$ cat src/sv/utf8u16_pkg.sv
// ----------------------------------------------------------------------------
// UTF-8 to UTF-16 decoder package
// Shared types, result codes and the lead byte class tables of the decoder.
// ----------------------------------------------------------------------------
package utf8u16_pkg;

   typedef enum logic [1:0] {
      KIND_UNIT      = 2'd0,
      KIND_INVALID   = 2'd1,
      KIND_RANGE     = 2'd2,
      KIND_TRUNCATED = 2'd3
   } kind_type;

   typedef struct packed {
      logic [15:0] code_unit;
      kind_type    kind;
      logic        last_of_run;
   } result_type;

   // Up to two results come out of one source byte.
   typedef struct packed {
      logic [1:0] count;
      result_type first;
      result_type second;
   } step_out_type;

   localparam int RSP_DEPTH   = 4;
   localparam int RSP_PTR_W   = $clog2(RSP_DEPTH);
   localparam int RSP_COUNT_W = $clog2(RSP_DEPTH + 1);

   localparam logic [31:0] MAX_CODE_POINT = 32'h0010_FFFF;
   localparam logic [20:0] PLANE1_BASE    = 21'h01_0000;
   localparam logic [5:0]  HIGH_SURR_TAG  = 6'b110110;  // 0xD800 >> 10
   localparam logic [5:0]  LOW_SURR_TAG   = 6'b110111;  // 0xDC00 >> 10
   localparam logic [1:0]  TRAILER_TAG    = 2'b10;

   // Number of trailing bytes announced by a lead byte.
   function automatic logic [2:0] trailer_count(input logic [7:0] b);
      logic [2:0] t;
      if (b < 8'hC0)       t = 3'd0;
      else if (b < 8'hE0)  t = 3'd1;
      else if (b < 8'hF0)  t = 3'd2;
      else if (b < 8'hF8)  t = 3'd3;
      else if (b < 8'hFC)  t = 3'd4;
      else                 t = 3'd5;
      return t;
   endfunction

   function automatic logic [7:0] lead_mask(input logic [2:0] t);
      logic [7:0] m;
      unique case (t)
         3'd0:    m = 8'h80;
         3'd1:    m = 8'hE0;
         3'd2:    m = 8'hF0;
         3'd3:    m = 8'hF8;
         3'd4:    m = 8'hFC;
         3'd5:    m = 8'hFE;
         default: m = 8'hFF;
      endcase
      return m;
   endfunction

   function automatic logic [7:0] lead_marker(input logic [2:0] t);
      logic [7:0] m;
      unique case (t)
         3'd0:    m = 8'h00;
         3'd1:    m = 8'hC0;
         3'd2:    m = 8'hE0;
         3'd3:    m = 8'hF0;
         3'd4:    m = 8'hF8;
         3'd5:    m = 8'hFC;
         default: m = 8'hFF;
      endcase
      return m;
   endfunction

   // Sum of the marker bits folded into the accumulator for each length.
   function automatic logic [31:0] len_offset(input logic [2:0] t);
      logic [31:0] o;
      unique case (t)
         3'd1:    o = 32'h0000_3080;
         3'd2:    o = 32'h000E_2080;
         3'd3:    o = 32'h03C8_2080;
         3'd4:    o = 32'hFA08_2080;
         3'd5:    o = 32'h8208_2080;
         default: o = 32'h0000_0000;
      endcase
      return o;
   endfunction

endpackage

$ cat src/sv/utf8_to_utf16_decoder_unit.sv
// ----------------------------------------------------------------------------
// UTF-8 to UTF-16 decoder unit
// Decodes a UTF-8 byte stream into UTF-16 code units and error reports.
//
//   channel  direction  payload
//   req      in         in_byte[7:0], end_of_stream
//   rsp      out        code_unit[15:0], kind[1:0], last_of_run
//
// One source byte is taken per cycle unless req stalls; its results pass the input
// register, then the result queue, before they can be taken on rsp.
// A byte that ends a surrogate pair pushes two results and the queue absorbs
// them, so with rsp_ready held high req takes a byte in every cycle.
// req stalls only while the queue has fewer than two free entries. Reset clears
// the sequence state, the input stage and the queue.
// ----------------------------------------------------------------------------
module utf8_to_utf16_decoder_unit (
   input  logic        clock,
   input  logic        reset,
   input  logic        req_valid,
   output logic        req_ready,
   input  logic [7:0]  req_in_byte,
   input  logic        req_end_of_stream,
   output logic        rsp_valid,
   input  logic        rsp_ready,
   output logic [15:0] rsp_code_unit,
   output logic [1:0]  rsp_kind,
   output logic        rsp_last_of_run
);

   logic       in_valid_ff, in_valid_in;
   logic [7:0] in_byte_ff;
   logic       in_eos_ff;
   logic       room;
   logic       fire;
   logic       req_accept;

   utf8u16_pkg::step_out_type step_out;
   utf8u16_pkg::result_type   rsp_entry;

   assign fire        = in_valid_ff && room;
   assign req_ready   = !in_valid_ff || fire;
   assign req_accept  = req_valid && req_ready;
   assign in_valid_in = req_accept || (in_valid_ff && !fire);

   always_ff @(posedge clock) begin
      if (reset) begin
         in_valid_ff <= 1'b0;
      end else begin
         in_valid_ff <= in_valid_in;
      end
   end

   always_ff @(posedge clock) begin
      if (req_accept) begin
         in_byte_ff <= req_in_byte;
         in_eos_ff  <= req_end_of_stream;
      end
   end

   utf8u16_step u_step (
      .clock         (clock),
      .reset         (reset),
      .fire          (fire),
      .in_byte       (in_byte_ff),
      .end_of_stream (in_eos_ff),
      .step_out      (step_out)
   );

   utf8u16_rsp_queue u_rsp_queue (
      .clock     (clock),
      .reset     (reset),
      .push      (fire),
      .step_out  (step_out),
      .room      (room),
      .rsp_valid (rsp_valid),
      .rsp_ready (rsp_ready),
      .rsp_entry (rsp_entry)
   );

   assign rsp_code_unit   = rsp_entry.code_unit;
   assign rsp_kind        = rsp_entry.kind;
   assign rsp_last_of_run = rsp_entry.last_of_run;

endmodule

$ cat src/sv/utf8u16_step.sv
// ----------------------------------------------------------------------------
// UTF-8 to UTF-16 decoder step
// Holds the sequence state and decodes one registered source byte per fire.
// ----------------------------------------------------------------------------
module utf8u16_step (
   input  logic                       clock,
   input  logic                       reset,
   input  logic                       fire,
   input  logic [7:0]                 in_byte,
   input  logic                       end_of_stream,
   output utf8u16_pkg::step_out_type  step_out
);

   logic [31:0] accum_ff, accum_in;
   logic [2:0]  pending_ff, pending_in;
   logic [2:0]  trailers_ff, trailers_in;
   logic        error_ff, error_in;

   logic [2:0]  lead_t;
   logic [31:0] accum_next;
   logic [2:0]  pending_dec;
   logic [31:0] value;
   logic [20:0] plane_off;
   utf8u16_pkg::step_out_type res;

   assign lead_t      = utf8u16_pkg::trailer_count(in_byte);
   assign accum_next  = {accum_ff[25:0], 6'd0} + {24'd0, in_byte};
   assign pending_dec = pending_ff - 3'd1;
   assign value       = accum_next - utf8u16_pkg::len_offset(trailers_ff);
   assign plane_off   = value[20:0] - utf8u16_pkg::PLANE1_BASE;

   always_comb begin
      res          = '0;
      accum_in     = accum_ff;
      pending_in   = pending_ff;
      trailers_in  = trailers_ff;
      error_in     = error_ff;

      if (error_ff) begin
         // Bytes are dropped until the end of the stream.
      end else if (pending_ff == 3'd0) begin
         if (!in_byte[7]) begin
            res.count           = 2'd1;
            res.first.code_unit = {8'd0, in_byte};
            res.first.kind      = utf8u16_pkg::KIND_UNIT;
         end else if (end_of_stream && lead_t != 3'd0) begin
            res.count      = 2'd1;
            res.first.kind = utf8u16_pkg::KIND_TRUNCATED;
         end else if ((in_byte & utf8u16_pkg::lead_mask(lead_t))
                      != utf8u16_pkg::lead_marker(lead_t)) begin
            res.count      = 2'd1;
            res.first.kind = utf8u16_pkg::KIND_INVALID;
            error_in       = 1'b1;
         end else begin
            accum_in    = {24'd0, in_byte};
            pending_in  = lead_t;
            trailers_in = lead_t;
         end
      end else begin
         if (end_of_stream && pending_ff > 3'd1) begin
            res.count      = 2'd1;
            res.first.kind = utf8u16_pkg::KIND_TRUNCATED;
         end else if (in_byte[7:6] != utf8u16_pkg::TRAILER_TAG) begin
            res.count      = 2'd1;
            res.first.kind = utf8u16_pkg::KIND_INVALID;
            error_in       = 1'b1;
         end else begin
            accum_in   = accum_next;
            pending_in = pending_dec;
            if (pending_dec == 3'd0) begin
               if (value[31:16] == 16'd0) begin
                  res.count           = 2'd1;
                  res.first.code_unit = value[15:0];
                  res.first.kind      = utf8u16_pkg::KIND_UNIT;
               end else if (value > utf8u16_pkg::MAX_CODE_POINT) begin
                  res.count      = 2'd1;
                  res.first.kind = utf8u16_pkg::KIND_RANGE;
                  error_in       = 1'b1;
               end else begin
                  res.count            = 2'd2;
                  res.first.code_unit  = {utf8u16_pkg::HIGH_SURR_TAG, plane_off[19:10]};
                  res.first.kind       = utf8u16_pkg::KIND_UNIT;
                  res.second.code_unit = {utf8u16_pkg::LOW_SURR_TAG, plane_off[9:0]};
                  res.second.kind      = utf8u16_pkg::KIND_UNIT;
               end
               accum_in    = 32'd0;
               trailers_in = 3'd0;
            end
         end
      end

      if (res.count == 2'd1) res.first.last_of_run = 1'b1;
      if (res.count == 2'd2) res.second.last_of_run = 1'b1;

      if (end_of_stream) begin
         accum_in    = 32'd0;
         pending_in  = 3'd0;
         trailers_in = 3'd0;
         error_in    = 1'b0;
      end
   end

   always_ff @(posedge clock) begin
      if (reset) begin
         accum_ff    <= 32'd0;
         pending_ff  <= 3'd0;
         trailers_ff <= 3'd0;
         error_ff    <= 1'b0;
      end else if (fire) begin
         accum_ff    <= accum_in;
         pending_ff  <= pending_in;
         trailers_ff <= trailers_in;
         error_ff    <= error_in;
      end
   end

   assign step_out = res;

endmodule

$ cat src/sv/utf8u16_rsp_queue.sv
// ----------------------------------------------------------------------------
// UTF-8 to UTF-16 decoder result queue
// Small queue that takes zero to two results per cycle and sends one per beat.
// ----------------------------------------------------------------------------
module utf8u16_rsp_queue (
   input  logic                       clock,
   input  logic                       reset,
   input  logic                       push,
   input  utf8u16_pkg::step_out_type  step_out,
   output logic                       room,
   output logic                       rsp_valid,
   input  logic                       rsp_ready,
   output utf8u16_pkg::result_type    rsp_entry
);

   localparam int PW = utf8u16_pkg::RSP_PTR_W;
   localparam int CW = utf8u16_pkg::RSP_COUNT_W;

   utf8u16_pkg::result_type mem_ff [utf8u16_pkg::RSP_DEPTH];
   logic [PW-1:0] wr_ptr_ff, wr_ptr_in;
   logic [PW-1:0] rd_ptr_ff, rd_ptr_in;
   logic [CW-1:0] count_ff, count_in;
   logic [PW-1:0] wr_ptr_next;
   logic [CW-1:0] push_count;
   logic          pop;

   assign push_count  = push ? CW'(step_out.count) : CW'(0);
   assign pop         = rsp_valid && rsp_ready;
   assign wr_ptr_next = wr_ptr_ff + PW'(1);
   assign wr_ptr_in   = wr_ptr_ff + push_count[PW-1:0];
   assign rd_ptr_in   = rd_ptr_ff + PW'(pop);
   assign count_in    = count_ff + push_count - CW'(pop);

   // A byte may produce two results, so two free slots are needed to take one.
   assign room      = count_ff <= CW'(utf8u16_pkg::RSP_DEPTH - 2);
   assign rsp_valid = count_ff != CW'(0);
   assign rsp_entry = mem_ff[rd_ptr_ff];

   always_ff @(posedge clock) begin
      if (push && step_out.count != 2'd0) begin
         mem_ff[wr_ptr_ff] <= step_out.first;
      end
      if (push && step_out.count == 2'd2) begin
         mem_ff[wr_ptr_next] <= step_out.second;
      end
   end

   always_ff @(posedge clock) begin
      if (reset) begin
         wr_ptr_ff <= '0;
         rd_ptr_ff <= '0;
         count_ff  <= '0;
      end else begin
         wr_ptr_ff <= wr_ptr_in;
         rd_ptr_ff <= rd_ptr_in;
         count_ff  <= count_in;
      end
   end

endmodule
$ cat config.mk
export PLATFORM = sky130hd
export DESIGN_NAME = utf8_to_utf16_decoder_unit
export DESIGN_NICKNAME = d
export VERILOG_FILES = /design/src/sv/utf8u16_pkg.sv /design/src/sv/utf8_to_utf16_decoder_unit.sv /design/src/sv/utf8u16_step.sv /design/src/sv/utf8u16_rsp_queue.sv
export SDC_FILE = /design/constraint.sdc
export NUM_CORES = 1
export LEC_CHECK = 0
export BUFFER_PORTS_ARGS = -buffer_cell sky130_fd_sc_hd__buf_2
export CAP_MARGIN = 0
export CORE_MARGIN = 5
export CORE_UTILIZATION = 45
export DETAILED_ROUTE_END_ITERATION = 16
export GPL_ROUTABILITY_DRIVEN = 0
export HOLD_SLACK_MARGIN = 0.08
export PLACE_DENSITY = 0.73
export SYNTH_ARGS = -nofsm -noshare
export SYNTH_HDL_FRONTEND = slang
export SYNTH_SLANG_ARGS = --single-unit
export TNS_END_PERCENT = 100
$ cat constraint.sdc
create_clock -name clock -period 5.7 [get_ports clock]
set_input_delay 0 -clock clock [delete_from_list [all_inputs] [get_ports clock]]
set_output_delay 0 -clock clock [all_outputs]
set_load 0.02 [all_outputs]
Word-level counts from Yosys, hierarchy flattened
Memory sizes are Yosys's and may differ from the RTL's. A register that Yosys moved wholly into a read port is not among the register bits.
Index checks and enable logic that the tools add are counted.
{"block": "totals", "ram_bits": 76, "mem_count": 1, "rom_bits": 0, "output_inout_bits": 21, "ff_bits": 50, "latchBits": 0, "in_bits": 13, "word_cells": 155}
{"block": "op_classes", "n_bitwise": 1, "magnitude_cmp": 8, "mux": 84, "shifts": 0, "n_reduce_logical": 22, "addsub": 9, "n_mul": 0, "eq_ne": 20, "div": 0}
{"memory": "u_rsp_queue.mem_ff", "depth": 4, "word_bits": 19, "rd": 1, "rd_ports_with_merged_regs": 1, "write_ports": 2, "line": "utf8u16_rsp_queue.sv:19", "rtl": "utf8u16_pkg::result_type mem_ff [utf8u16_pkg::RSP_DEPTH];"}
{"cell": "26-bit two-way mux", "n": 9}
{"cell": "32-bit one-hot mux with 5 select lines", "n": 1}
{"cell": "18-bit two-way mux", "n": 7}
{"cell": "20-bit two-way mux", "n": 4}
{"cell": "8-bit two-way mux", "n": 8}
{"cell": "3-bit two-way mux", "n": 18}
{"cell": "16-bit two-way mux", "n": 3}
{"cell": "8-bit one-hot mux with 6 select lines", "n": 1}
{"cell": "7-bit one-hot mux with 6 select lines", "n": 1}
{"cell": "8-bit < comparator, second input constant", "n": 5}
{"cell": "32-bit by 8-bit adder with 32-bit output", "n": 1}
{"cell": "32-bit by 21-bit greater-than comparator with 1-bit output, second input constant", "n": 1}
{"cell": "32-bit subtractor", "n": 1}
{"cell": "2-bit two-way mux", "n": 12}
{"cell": "20-bit by 17-bit subtractor with 20-bit output, second input constant", "n": 1}
{"cell": "1-bit two-way mux", "n": 19}
{"cell": "16-bit logical NOT", "n": 1}
{"cell": "3-bit by 2-bit equality test with 1-bit output, second input constant", "n": 4}
{"cell": "3-bit equality test, second input constant", "n": 4}
{"cell": "3-bit logical NOT", "n": 3}
{"cell": "3-bit inequality test, second input constant", "n": 3}
{"cell": "3-bit nonzero test", "n": 3}
{"cell": "8-bit bitwise AND", "n": 1}
{"cell": "1-bit logical AND", "n": 8}
{"cell": "other kinds (20)", "n": 25}

Logic depth before layout (Yosys ltp)
{"block": "depth", "ltp_word": 23, "depth_mapped": 27, "ltp_nobuf": 26}

By module
From an unflattened synthesis, not the netlist that was laid out.
{"block": "hier_totals", "cells_unflattened": 806, "hier_area_um2": 8602.0}
{"module": "utf8u16_rsp_queue", "instances": 1, "area_each_um2": 4174.0, "cells_per_inst": 234}
{"module": "utf8u16_step", "instances": 1, "area_each_um2": 4095.2, "cells_per_inst": 557}
{"module": "utf8_to_utf16_decoder_unit", "instances": 1, "area_each_um2": 332.8, "cells_per_inst": 15}

Worst setup path after synthesis
No wires, ideal clock.
{"block": "synth_timing", "path_kind": "register to register", "from": "register in_byte_ff[6]", "to": "register u_rsp_queue.count_ff[2]", "path_buffers": 2, "setup_ns": 0.128, "synth_period_minus_slack_ns": 5.392, "setup_slack_ns": 0.308, "stages_incl_launch_ff": 25, "arrival_ns": 5.264, "path_cell_list": "edfxtp_1 ha_1 fa_1 and2_0 and3_1 nand2_1 nor2_1 nand2_1 xnor2_1 ha_1 clkbuf_1 a21o_1 a21o_1 and2_1 or4_1 o32a_1 nand4_2 and4bb_1 buf_6 nand2_1 ha_1 fa_1 xnor2_1 xnor2_1 nor2_1"}
{"block": "synth_between", "elab_chain_len": 22}
{"item": "from (decl)", "line": "utf8_to_utf16_decoder_unit.sv:31", "rtl": "logic [7:0] in_byte_ff;"}
{"item": "from (signal assigned)", "line": "utf8_to_utf16_decoder_unit.sv:55", "rtl": "in_byte_ff <= req_in_byte;"}
{"item": "parallel branches: the longest is 17 deep, another holds 32-bit by 8-bit adder with 32-bit output"}
{"item": "20-bit two-way mux *", "line": "utf8u16_step.sv:41", "rtl": "end else if (pending_ff == 3'd0) begin"}
{"item": "20-bit two-way mux *", "line": "utf8u16_step.sv:39", "rtl": "if (error_ff) begin"}
{"item": "2-bit two-way mux *", "line": "utf8u16_rsp_queue.sv:27", "rtl": "assign push_count = push ? CW'(step_out.count) : CW'(0);"}
{"item": "3-bit adder *", "line": "utf8u16_rsp_queue.sv:32", "rtl": "assign count_in = count_ff + push_count - CW'(pop);"}
{"item": "3-bit by 1-bit subtractor with 3-bit output *", "line": "utf8u16_rsp_queue.sv:32"}
{"item": "to (signal assigned)", "line": "utf8u16_rsp_queue.sv:56", "rtl": "count_ff <= count_in;"}
{"item": "to (decl)", "line": "utf8u16_rsp_queue.sv:22", "rtl": "logic [CW-1:0] count_ff, count_in;"}
Every way passes the cells marked *. The select of a mux whose other input is x is not followed.
A chain may end at the register's enable or synchronous reset.

Worst setup path after layout
{"block": "layout_timing", "from": "register in_byte_ff[7]", "to": "register u_rsp_queue.count_ff[2]"}
The elaborated chain is that of the path after synthesis.

==> results.toml <==
[synthesis]
synth.yosys.warnings = 0
post_synth_instance_area_um2 = 8113
synth-main-ff-cell = "edfxtp_1"
syn_inst = 850
synthXorXnorAreaFrac_pct = 4.642
number_of_enable_type_register_cells_in_the_synthesized_netlist = 73
seq_area_frac_synth_pct = 40.10
synth_mux_area_share_pct = 5.891
postSynth.asyncResetShare_pct = 0
synth-compound-area-share_pct = 19.00
synth.avg_cell_area_um2 = 9.544
synth-seq-cells = 126
area_fraction_in_and_or_nand_and_nor_cells_after_synthesis_pct = 21.87
synth_top_family_by_area = "simple AND/OR/NAND/NOR gates"
synth_cell_types = 84
synth_fa_ha_area_share_pct = 4.503
synth_nets = 891

[sta]
min_period_ns = 5.489
relSlewSlack_pct = 35.84
number_of_failing_setup_endpoints_in_the_final_timing_report = 0
total_negative_setup_slacks_ns = 0
finalMaxSlewViolations = 0
hold_slack_ns = 0.1278
rsz0062_at_grt = "no"
timing.final.hold_violations = 0
skew_ns = 0.009437
timing.final.crit_share_pct = 96.30
max_slew.worst_pin.slew_ns = 0.9589
fmax_mhz = 182.2

[clock_tree]
cts_made_buffers = 17
clk_pin_slew_worst_paths_ns = 0.06
clock_path_buffers = 2
clock_tree.htree_level_count = 4
tritoncts = "built"
clk-insertion-delay-late_ns = 0.43
ctsRootBufferMaster = "clkbuf_16"
clkSinkCount = 126

[power_and_ir_drop]
power.switching_fraction_pct = 33.07
sequentialPowerShare_pct = 36.6
pwr_density_cell_nw_per_um2 = 318.1
total_switching_power_uw = 971.5
share_clk_of_total_power_pct = 34.6
static_power_due_to_leakage_nw = 3.272
power_frac_comb_pct = 28.8
power.internal_mw = 1.966
finalPower_mw = 2.938
vdd_ir_drop_max_uv = 249.3

[floorplan]
num_rows = 49
fp.dieH_um = 144.3
die_width_um = 144.3
initial_utilization_pct = 45.47
placeableCoreArea_um2 = 17840
io_pins = 34
floorplan.die_area_um2 = 20810

[grt]
first_global_vias = 6525
antenna_found_initial = 0
first_pass_grt_wire_length_um = 34420
largest_net_degree_at_the_start_of_global_routing = 42
grt_overflow_total = 0
grtUsageTotal_pct = 21.16

[route]
dr_total_vias = 6946
drt_first_pass_iters = 5
drt_iter0_markers = 688
post_drt_via_cell_ratio = 6.185
routedWlPerCell_um = 19.31
drt_drc_violations_left = 0
detail-route-antenna-nets = 0
totalWireLength_um = 21690

[final_layout]
final-seq-area_um2 = 3253
mostFrequentLayoutCells = "edfxtp_1 (73), nor2_1 (72), nand2_1 (61)"
multi_input_area_um2 = 4609
finalInstanceArea_um2 = 9234
commonest_non_fill_non_tap_cell_in_the_layout = "edfxtp_1"
areaGrowthSynthToFinish_pct = 13.82
nFillCells = 1563
antenna-diode-count = 0
layout_cell_share_with_drive_strength_beyond_1_pct = 17.00
nNetsFinal = 922

[worst_setup_path]
worst-endpoint-required_ns = 5.99
worst_path_largest_cell_delay_ns = 0.45
timing.critical_path.cells = "ha_1 > a21o_1 > nand4_1 > nor2_1 > xor2_1 > ha_1 > and3_1 > and3_1 > o21ai_0 > nand3_1 > xnor2_1 > a2111oi_2 > nand4_2 > and4bb_1 > nand2_1 > ha_4 > fa_1 > xnor2_1 > xnor2_1 > nor2_1"
cpMostUsedCell = "xnor2_1"
path_max_fanout = 11
crit_path_top_delay_cell = "fa_1"
start_kind = "flip-flop"
cp-end-kind = "flip-flop"
critical_path_arrival_ns = 5.77
path_class = "flip-flop to flip-flop"

[status]
status = "completed"

[place]
port_buffers = 33
placed_cell_area_um2 = 8503
place_hpwl_um = 15680

[min_path]
worst_hold_path_type = "primary input to flip-flop"

[flow_run]
max_cap_viol_count = 0
repair_timing:
| action | 4_1_cts | 5_1_grt |
|---|---|---|
| hold buffers | 11 | 0 |
| gates resized for setup | 0 | 16 |
| endpoints found under the hold margin | 11 | 0 |
| buffers inserted | 0 | 0 |
| endpoints found under the setup margin | 0 | 60 |
through the flow:
stage | utilization [%] | worst slack [ns] | std cells
detailed placement | 47.66 | 0.1660 | 1080
global route | 51.76 | 0.006445 | 1123
floorplan | - | 0.3085 | 850
global placement | 47.66 | 0.2192 | 1080
CTS | 51.36 | 0.1344 | 1123
finish | 51.76 | 0.2107 | 1123
worst paths after layout:
path | slack, ns | start | depth (start not counted) | end
min | 0.13 | reset | 2 | u_step.accum_ff[13]
max | 0.21 | in_byte_ff[7] | 20 | u_rsp_queue.count_ff[2]
min reg2reg | 0.48 | u_step.accum_ff[0] | 2 | u_step.accum_ff[0]
max reg2reg | 0.21 | in_byte_ff[7] | 20 | u_rsp_queue.count_ff[2]
flip-flops by register name, summed over array words and instances (netlist names):
| register | count |
|---|---|
| u_rsp_queue.mem_ff | 76 |
| u_step.accum_ff | 26 |
| in_byte_ff | 8 |
| u_rsp_queue.count_ff | 3 |
| u_step.pending_ff | 3 |
| u_step.trailers_ff | 3 |
| u_rsp_queue.rd_ptr_ff | 2 |
| u_rsp_queue.wr_ptr_ff | 2 |
| in_eos_ff | 1 |
| in_valid_ff | 1 |
| u_step.error_ff | 1 |
kinds of logic (layout without fill, tap and decap cells):
kind of cell    after synthesis  count (layout)
simple gates                328             328
compound gates              223             223
flops                       126             126
buf+inv                      78             122
xor+xnor                     43              43
fa+ha+maj                    28              28
mux                          24              24
power groups by stage:
stage | combinational, mW | clock, mW | sequential, mW
floorplan | 0.609 | 0 | 1.07
global placement | 0.818 | 0 | 1.09
detailed placement | 0.825 | 0 | 1.09
CTS | 0.835 | 1.02 | 1.07
global route | 0.919 | 1.06 | 1.08
finish | 0.847 | 1.02 | 1.07
critical path: cells and delay by family (launching register included):
family,cells,cell delay (ns)
compound gates,3,0.74
xor+xnor,4,0.80
fa+ha+maj,4,1.50
simple gates,9,1.86
flops,1,0.44
synthesized netlist by cell type (6+ instances only):
master,count,area (um^2)
o21a_1,9,67.56
xnor2_1,30,262.8
inv_1,22,82.58
o2bb2ai_1,12,105.1
or2_2,6,37.54
a22o_1,12,105.1
buf_2,7,35.03
xor2_1,13,113.9
dfxtp_1,53,1061
a41oi_1,8,70.07
or3_1,10,62.56
o22ai_1,19,118.9
clkbuf_1,41,153.9
a31oi_1,11,68.82
nand2_1,61,229.0
and2_1,20,125.1
nand2b_1,11,68.82
a21oi_1,44,220.2
a211oi_1,12,90.09
a21o_1,9,67.56
and3_1,10,62.56
o21ai_0,43,215.2
nand4_1,12,75.07
nor2_1,72,270.3
nor2b_1,13,81.33
ha_1,26,325.3
nor3_1,23,115.1
nand3_1,43,215.2
mux4_2,19,427.9
edfxtp_1,73,2192
per-layer routing:
layer	up-vias	part of all wire (%)	GRT usage, %
met1	3334	43	28.58
met5	-	0	0
li1	3267	-	-
met4	0	2.3	6.971
met3	40	7.1	3.737
met2	305	48	34.64
final cells by class:
class | count | share of cell area [%]
clock buffers | 19 | 4.688
clock inverters | 13 | 1.260
inverters | 23 | 0.9485
multi-input cells | 646 | 49.92
flip-flops and latches | 126 | 35.23
well taps | 229 | 3.103
repair buffers | 67 | 4.851
(Power assumes the default switching activity.)
